File: config.mk
export PLATFORM = sky130hd
export DESIGN_NAME = utf8_to_utf16_decoder_top
export DESIGN_NICKNAME = d
export VERILOG_FILES = /design/src/hdl/u8u16_pkg.sv /design/src/hdl/u8u16_core.sv /design/src/hdl/u8u16_fifo.sv /design/src/hdl/utf8_to_utf16_decoder_top.sv
export VERILOG_INCLUDE_DIRS = /design/src /design/src/hdl
export SDC_FILE = /design/constraint.sdc
export NUM_CORES = 1
export LEC_CHECK = 0
export ABC_AREA = 1
export BUFFER_PORTS_ARGS = -buffer_cell sky130_fd_sc_hd__buf_2
export CAP_MARGIN = 20
export CELL_PAD_IN_SITES_DETAIL_PLACEMENT = 0
export CELL_PAD_IN_SITES_GLOBAL_PLACEMENT = 1
export CORE_AREA = 2 2 140 142
export CTS_CLUSTER_DIAMETER = 30
export DETAILED_ROUTE_END_ITERATION = 8
export DIE_AREA = 0 0 142 144
export HOLD_SLACK_MARGIN = 0.12
export PLACE_DENSITY = 0.89
export SYNTH_ARGS = -nofsm -noshare
export SYNTH_HDL_FRONTEND = slang
export SYNTH_SLANG_ARGS = --single-unit
export TNS_END_PERCENT = 1
File: constraint.sdc
create_clock -name clk -period 4.78 [get_ports clk]
set_input_delay 0.478 -clock clk [delete_from_list [all_inputs] [get_ports clk]]
set_output_delay 0.478 -clock clk [all_outputs]
set_load 0.01 [all_outputs]
File: src/hdl/utf8_to_utf16_decoder_top_defines.svh
// Assertion macros shared by the UTF-8 to UTF-16 decoder RTL.
`ifndef UTF8_TO_UTF16_DECODER_TOP_DEFINES_SVH
`define UTF8_TO_UTF16_DECODER_TOP_DEFINES_SVH

`ifndef NO_ASSERTIONS
// Implication or plain property, checked on clk while out of reset.
`define U8U16_ASSERT(lbl, prop, msg) \
	lbl: assert property (@(posedge clk) disable iff (!arst_n) (prop)) else $error(msg);
// Condition that must never be seen on a clock edge out of reset.
`define U8U16_NEVER(lbl, cond, msg) \
	lbl: assert property (@(posedge clk) disable iff (!arst_n) !(cond)) else $error(msg);
`else
`define U8U16_ASSERT(lbl, prop, msg)
`define U8U16_NEVER(lbl, cond, msg)
`endif

`endif

File: src/hdl/u8u16_pkg.sv
// Types and constants of the UTF-8 to UTF-16 decoder.
package u8u16_pkg;

	localparam logic [20:0] MAX_CODE_POINT = 21'h10FFFF;
	localparam logic [20:0] BMP_MAX        = 21'h00FFFF;
	localparam logic [20:0] SUPP_BASE      = 21'h010000;
	localparam logic [15:0] HIGH_SURR_BASE = 16'hD800;
	localparam logic [15:0] LOW_SURR_BASE  = 16'hDC00;
	localparam logic [1:0]  CONT_MARK      = 2'b10;
	localparam logic [15:0] CAP_RESET      = 16'd1024;

	// result queue geometry
	localparam int unsigned Q_DEPTH = 4;
	localparam int unsigned Q_AW    = $clog2(Q_DEPTH);
	localparam int unsigned Q_CW    = $clog2(Q_DEPTH + 1);

	typedef struct packed {
		logic [15:0] unit;
		logic        term;
		logic        stopped;
	} res_t;

	// results produced by one byte: count 0..2, first then second
	typedef struct packed {
		logic [1:0] n;
		res_t       r0;
		res_t       r1;
	} push_t;

	// queue status seen by the input stage
	typedef struct packed {
		logic          room2;
		logic [Q_CW-1:0] count;
	} qstat_t;

endpackage

File: src/hdl/u8u16_core.sv
// Per-string decode state and the byte-to-unit conversion logic.
module u8u16_core (
	input  logic                 clk,
	input  logic                 arst_n,
	input  logic                 fire,
	input  logic [7:0]           byte_s1,
	input  logic [15:0]          cap,
	output u8u16_pkg::push_t     push
);

	logic [20:0] acc_q, acc_d;
	logic [1:0]  pend_q, pend_d;
	logic [15:0] units_q, units_d;
	logic        halted_q, halted_d;

	logic        emit_req;
	logic [20:0] cp;
	logic [20:0] acc_step;
	logic [1:0]  pend_dec;
	logic [20:0] cp_off;
	logic [16:0] units_p1, units_p2;

	assign acc_step = {acc_q[14:0], byte_s1[5:0]};
	assign pend_dec = pend_q - 2'd1;
	assign cp_off   = cp - u8u16_pkg::SUPP_BASE;
	assign units_p1 = {1'b0, units_q} + 17'd1;
	assign units_p2 = {1'b0, units_q} + 17'd2;

	// byte classification and sequence assembly
	always_comb begin
		acc_d    = acc_q;
		pend_d   = pend_q;
		halted_d = halted_q;
		emit_req = 1'b0;
		cp       = '0;
		if (byte_s1 != 8'd0 && !halted_q) begin
			if (pend_q != 2'd0) begin
				if (byte_s1[7:6] != u8u16_pkg::CONT_MARK) begin
					halted_d = 1'b1;
					pend_d   = 2'd0;
				end else begin
					acc_d  = acc_step;
					pend_d = pend_dec;
					if (pend_dec == 2'd0) begin
						emit_req = 1'b1;
						cp       = acc_step;
					end
				end
			end else if (!byte_s1[7]) begin
				emit_req = 1'b1;
				cp       = {13'd0, byte_s1};
			end else if (byte_s1[7:5] == 3'b110) begin
				acc_d  = {16'd0, byte_s1[4:0]};
				pend_d = 2'd1;
			end else if (byte_s1[7:4] == 4'b1110) begin
				acc_d  = {17'd0, byte_s1[3:0]};
				pend_d = 2'd2;
			end else if (byte_s1[7:3] == 5'b11110) begin
				acc_d  = {18'd0, byte_s1[2:0]};
				pend_d = 2'd3;
			end else begin
				halted_d = 1'b1;
			end
		end
	end

	// unit emission, capacity check and terminator
	always_comb begin
		push    = '0;
		units_d = units_q;
		if (byte_s1 == 8'd0) begin
			push.n          = 2'd1;
			push.r0.term    = 1'b1;
			push.r0.stopped = halted_q || (pend_q != 2'd0);
		end else if (emit_req) begin
			if (units_p1 >= {1'b0, cap}) begin
				// no room before the terminator slot
			end else if (cp > u8u16_pkg::BMP_MAX) begin
				if (units_p2 < {1'b0, cap} && cp <= u8u16_pkg::MAX_CODE_POINT) begin
					push.n       = 2'd2;
					push.r0.unit = u8u16_pkg::HIGH_SURR_BASE + {6'd0, cp_off[19:10]};
					push.r1.unit = u8u16_pkg::LOW_SURR_BASE + {6'd0, cp[9:0]};
					units_d      = units_p2[15:0];
				end
			end else begin
				push.n       = 2'd1;
				push.r0.unit = cp[15:0];
				units_d      = units_p1[15:0];
			end
		end
	end

	always_ff @(posedge clk or negedge arst_n) begin
		if (!arst_n) begin
			acc_q    <= '0;
			pend_q   <= '0;
			units_q  <= '0;
			halted_q <= 1'b0;
		end else if (fire) begin
			if (byte_s1 == 8'd0) begin
				acc_q    <= '0;
				pend_q   <= '0;
				units_q  <= '0;
				halted_q <= 1'b0;
			end else begin
				acc_q    <= acc_d;
				pend_q   <= pend_d;
				units_q  <= units_d;
				// a code point that was due but not emitted stops the string
				halted_q <= halted_d || (emit_req && push.n == 2'd0);
			end
		end
	end

endmodule

File: src/hdl/u8u16_fifo.sv
// Result queue: takes up to two results per cycle, hands out one.
module u8u16_fifo (
	input  logic                 clk,
	input  logic                 arst_n,
	input  logic                 fire,
	input  u8u16_pkg::push_t     push,
	input  logic                 pop,
	output logic                 nonempty,
	output u8u16_pkg::res_t      head,
	output u8u16_pkg::qstat_t    stat
);

	localparam int unsigned AW = u8u16_pkg::Q_AW;
	localparam int unsigned CW = u8u16_pkg::Q_CW;

	u8u16_pkg::res_t mem_q [u8u16_pkg::Q_DEPTH];
	logic [AW-1:0] wr_q, rd_q;
	logic [CW-1:0] count_q;
	logic [1:0]    n_in;
	logic [AW-1:0] wr_p1;

	assign n_in       = fire ? push.n : 2'd0;
	assign wr_p1      = wr_q + AW'(1);
	assign nonempty   = (count_q != '0);
	assign head       = mem_q[rd_q];
	assign stat.count = count_q;
	assign stat.room2 = (count_q <= CW'(u8u16_pkg::Q_DEPTH - 2));

	always_ff @(posedge clk) begin
		if (n_in != 2'd0) begin
			mem_q[wr_q] <= push.r0;
		end
		if (n_in == 2'd2) begin
			mem_q[wr_p1] <= push.r1;
		end
	end

	always_ff @(posedge clk or negedge arst_n) begin
		if (!arst_n) begin
			wr_q    <= '0;
			rd_q    <= '0;
			count_q <= '0;
		end else begin
			wr_q    <= wr_q + AW'(n_in);
			rd_q    <= rd_q + AW'(pop);
			count_q <= count_q + CW'(n_in) - CW'(pop);
		end
	end

endmodule

File: src/hdl/utf8_to_utf16_decoder_top.sv
// Top level of the UTF-8 to UTF-16 decoder: input stage, decoder, result queue.
//
//  channel | direction | handshake            | payload
//  --------+-----------+----------------------+-----------------------------------------
//  in      | sink      | in_valid / in_stall  | in_byte[7:0]
//  out     | source    | out_valid / out_stall| out_unit[15:0], is_terminator, stopped_early
//  cfg     | sink      | cfg_valid / cfg_ready| cfg_data[15:0] (out_capacity)
//
// One byte is taken per cycle while the queue has room for a pair. A byte is
// held in the input register; its results enter the queue when it moves on and
// the first can then leave from the queue head. A four-byte sequence yields two
// units, pushed together, so the rate is one item per cycle as long as the
// 4-entry result queue has two free slots.
// Reset (arst_n low) clears the string state, empties the queue and loads
// out_capacity with 1024. No clearing pass is needed.
// out_stall only backs up the queue; in_stall rises once the queue cannot
// take another two results and a byte waits in the input register.
`include "utf8_to_utf16_decoder_top_defines.svh"

module utf8_to_utf16_decoder_top (
	input  logic        clk,
	input  logic        arst_n,
	// byte input
	input  logic        in_valid,
	output logic        in_stall,
	input  logic [7:0]  in_byte,
	// unit output
	output logic        out_valid,
	input  logic        out_stall,
	output logic [15:0] out_unit,
	output logic        is_terminator,
	output logic        stopped_early,
	// capacity register write
	input  logic        cfg_valid,
	output logic        cfg_ready,
	input  logic [15:0] cfg_data
);

	logic              valid_s1;
	logic [7:0]        byte_s1;
	logic [15:0]       cap_q;
	logic              fire;
	logic              in_take;
	logic              pop;
	u8u16_pkg::push_t  push;
	u8u16_pkg::res_t   head;
	u8u16_pkg::qstat_t qstat;

	// the byte in the input register moves on when the queue has room for a pair
	assign fire     = valid_s1 && qstat.room2;
	assign in_stall = valid_s1 && !qstat.room2;
	assign in_take  = in_valid && !in_stall;
	assign pop      = out_valid && !out_stall;

	// configuration is always accepted
	assign cfg_ready = 1'b1;

	always_ff @(posedge clk or negedge arst_n) begin
		if (!arst_n) begin
			cap_q <= u8u16_pkg::CAP_RESET;
		end else if (cfg_valid && cfg_ready) begin
			cap_q <= cfg_data;
		end
	end

	always_ff @(posedge clk or negedge arst_n) begin
		if (!arst_n) begin
			valid_s1 <= 1'b0;
		end else if (in_take) begin
			valid_s1 <= 1'b1;
		end else if (fire) begin
			valid_s1 <= 1'b0;
		end
	end

	always_ff @(posedge clk) begin
		if (in_take) begin
			byte_s1 <= in_byte;
		end
	end

	u8u16_core u_core (
		.clk     (clk),
		.arst_n  (arst_n),
		.fire    (fire),
		.byte_s1 (byte_s1),
		.cap     (cap_q),
		.push    (push)
	);

	u8u16_fifo u_fifo (
		.clk      (clk),
		.arst_n   (arst_n),
		.fire     (fire),
		.push     (push),
		.pop      (pop),
		.nonempty (out_valid),
		.head     (head),
		.stat     (qstat)
	);

	assign out_unit      = head.unit;
	assign is_terminator = head.term;
	assign stopped_early = head.stopped;

	// a pair must never be pushed into a queue that cannot hold it
	`U8U16_NEVER(a_queue_overflow, fire && ({1'b0, qstat.count} + {1'b0, push.n} > 4'd4), "result queue overflow")
	// the zero byte always produces exactly one terminator result
	`U8U16_ASSERT(a_zero_term, (fire && byte_s1 == 8'd0) |-> (push.n == 2'd1 && push.r0.term && push.r0.unit == 16'd0), "zero byte did not yield a terminator")
	// data units never carry the stop flag
	`U8U16_NEVER(a_data_stop, out_valid && !is_terminator && stopped_early, "stop flag on a data unit")
	// a stalled input means a byte is held and the queue is short of room
	`U8U16_ASSERT(a_stall_cause, in_stall |-> (valid_s1 && qstat.count > 3'd2), "input stalled without cause")

endmodule
==> flow_summary.ini <==
[run_status]
outcome = finished clean

[floorplanning]
start_util_pct = 46.2
core_um2 = 19100
die_h_um = 144
die-area_um2 = 20400
die_x_um = 142
io_pins = 50
row_count = 51

[timing]
rsz0062_at_grt = false
post-route-period-util_pct = 90.0
fin_crit_ps = 4300
fmax_mhz = 232
setup_viol = 0
hold_viol = 0
finalSetupTns_ps = 0
finClkSkew_ps = 8.40
slew_violations = 0
worst_pin_slew_ps = 879
maxSlewHeadroom_pct = 40.8

[logic_synthesis]
synth.top_cell.area_share_pct = 23.2
synth_ff_type = edfxtp_1
synth.avg_cell_area_um2 = 7.87
synth_edf_count = 68
synthTopCellsByArea = edfxtp_1, dfrtp_1, nand2_1, nor2_1, ha_1
synth-seq-cells = 138
syn-num-nets = 1192
yosys.area.top_type = edfxtp_1
syn_inst = 1120
synthArstFlopShare_pct = 42.0
ys_types = 50
yosysSeqAreaShare_pct = 42.4
synthesis.area_um2 = 8820
synth_warnings = 0

[critical_path]
crit_arrival_ps = 4580
critical_path_required_ps = 5060
start_kind = register
end_kind = register
cp_max_fo = 17
ff2ff_path_depth = 25
setup.worst_path.class = register to register

[final_layout]
fill_cells = 1774
stdcell_area_um2 = 9890
fin_nets = 1240
drive_gt1_share_pct = 14.1
syn_to_final_growth_pct = 12.1
antennaDiodeCount = 0

[power_and_ir_drop]
vdd_drop_max_v = 0.000260
leakagePower_nw = 4.68
pwr_density_cell_nw_per_um2 = 475

[flow_run]
maxCapViolations = 0

[clocking]
clkLatencyLatePin_ps = 430
cts_made_buffers = 17
clock_path_buffers = 2
cts-root-buf = clkbuf_16
cts_num_sinks = 138
cts_tree = done
h-tree-depth = 4
post-cts-setup-buffers = 0
clk_pin_slew_worst_paths_ps = 60

[placement]
gp_congestion = 0.975
dp_hpwl_um = 16600
postPlaceCellArea_um2 = 9290
io_buffers = 48

[detailed_routing]
ant_nets = 0
first_iter_violations = 621
wire_per_inst_um = 16.1
route.detailed.drc = 0
vias = 7605
vias_per_cell = 5.36
dr.pass1.iters = 5
wirelength_um = 22900

[global_routing]
grt-ovfl-total = 0
grt_max_degree = 59
antenna_found_initial = 0
grt_pass1_wl_um = 37500
grt_pass1_vias = 7198
track_usage_pct = 23.6

[min_path]
min_path_type = input pin to async pin
## critical path: stages, from the launching register on
cell and delay [ps]:
dfrtp_1 430, ha_1 250, nand2_1 80, nor2_1 150, inv_1 80, nor2_2 170
nand2_1 140, nor3_2 200, nand2_1 130, xnor2_2 170, nand2_1 70, nand2_1 60
ha_1 310, inv_1 60, o211ai_1 100, nor2_2 130, nand4_2 180, inv_1 190
nand2_1 130, nor2_4 120, buf_4 200, nand3_2 190, nand2_1 110, buf_4 260
inv_1 120, nor2_1 100
## kinds of logic after synthesis
group                    Yosys count  synth area share (%)
AND/OR/NAND/NOR                  534                  27.5
AO/OA/AOI/OAI                    191                  12.4
buffers and inverters            182                  8.48
flip-flops                       138                  42.4
adder cells (fa/ha/maj)           43                  6.19
XOR/XNOR                          30                  2.98
other                              1                0.0425
multiplexers                       1                 0.128
## sequential cells by signal, summed over array words and instances (netlist names)
signal and cells:
byte_s1 8, cap_q 16, u_core.acc_q 15, u_core.halted_q 1, u_core.pend_q 2, u_core.units_q 16, u_fifo.count_q 3, u_fifo.mem_q 72
u_fifo.rd_q 2, u_fifo.wr_q 2, valid_s1 1
## timing repair
item / in CTS / in global routing
hold buffers: 0 / 0
gates resized for setup: 0 / 3
setup endpoints to repair: 0 / 92
## cell usage in the layout, fill, tap and decap left out, drive strengths merged, types with 27 or more instances in the layout
cell type,Yosys,routed
buf,19,69
nand3,65,65
ha,42,42
edfxtp,68,68
nand2,211,211
nand4,27,27
a21oi,47,47
dfrtp,57,57
nor2,214,214
o21ai,95,95
inv,141,144
## area by class of cell
cell class | instances | area (µm²) | area share (%)
multi-input combinational | 800 | 4350 | 44.0
clock buffer | 19 | 433 | 4.38
timing repair buffer | 69 | 418 | 4.23
inverter | 142 | 533 | 5.39
clock inverter | 13 | 119 | 1.20
sequential | 138 | 3730 | 37.8
tap | 238 | 298 | 3.01
## worst paths after layout
kind / start / end / slack, ps
worst min register to register: u_core.pend_q[1] / u_core.pend_q[1] / 500
worst max-delay path: u_core.units_q[2] / u_fifo.mem_q[0][17] / 480
worst max register to register: u_core.units_q[2] / u_fifo.mem_q[0][17] / 480
worst min-delay path: arst_n / cap_q[11] / 220
min in group clk: in_byte[0] / byte_s1[0] / 220
max in group asynchronous: arst_n / u_fifo.rd_q[0] / 4030
## routing by layer
| metal | vias to the layer above | wire length [µm] | track usage, % |
|---|---|---|---|
| li1 | 3799 | - | - |
| met1 | 3537 | 10900 | 33.5 |
| met2 | 236 | 10400 | 37.1 |
| met3 | 33 | 1230 | 3.94 |
| met4 | 0 | 395 | 7.16 |
| met5 | - | 0 | 0 |
## synthesized netlist by cell type, types with 13 or more instances
master and n:
edfxtp_1 68, o21ai_0 94, dfrtp_1 57, nor2_2 13, nor2_1 196, nand3_1 58, ha_1 42, xor2_1 25
inv_1 133, a21oi_1 35, o22ai_1 25, clkbuf_1 21, nand2_1 199, nand4_1 22
## power breakdown
part           total [mW]  internal, mW  switching [mW]
Clock                1.25         0.717           0.533
Sequential           1.66          1.47           0.187
Combinational        1.78         0.613            1.17
## stage by stage
step	utilization (%)	hold slack, ps	instances	power, mW	worst slack [ps]
after floorplan	-	182	1120	2.90	758
after global placement	48.7	487	1386	3.39	507
after detailed placement	48.7	487	1386	3.42	324
after CTS	51.6	215	1418	4.68	283
after global routing	51.8	207	1419	5.04	29.1
final	51.8	220	1419	4.69	476
(Power assumes the default switching activity.)
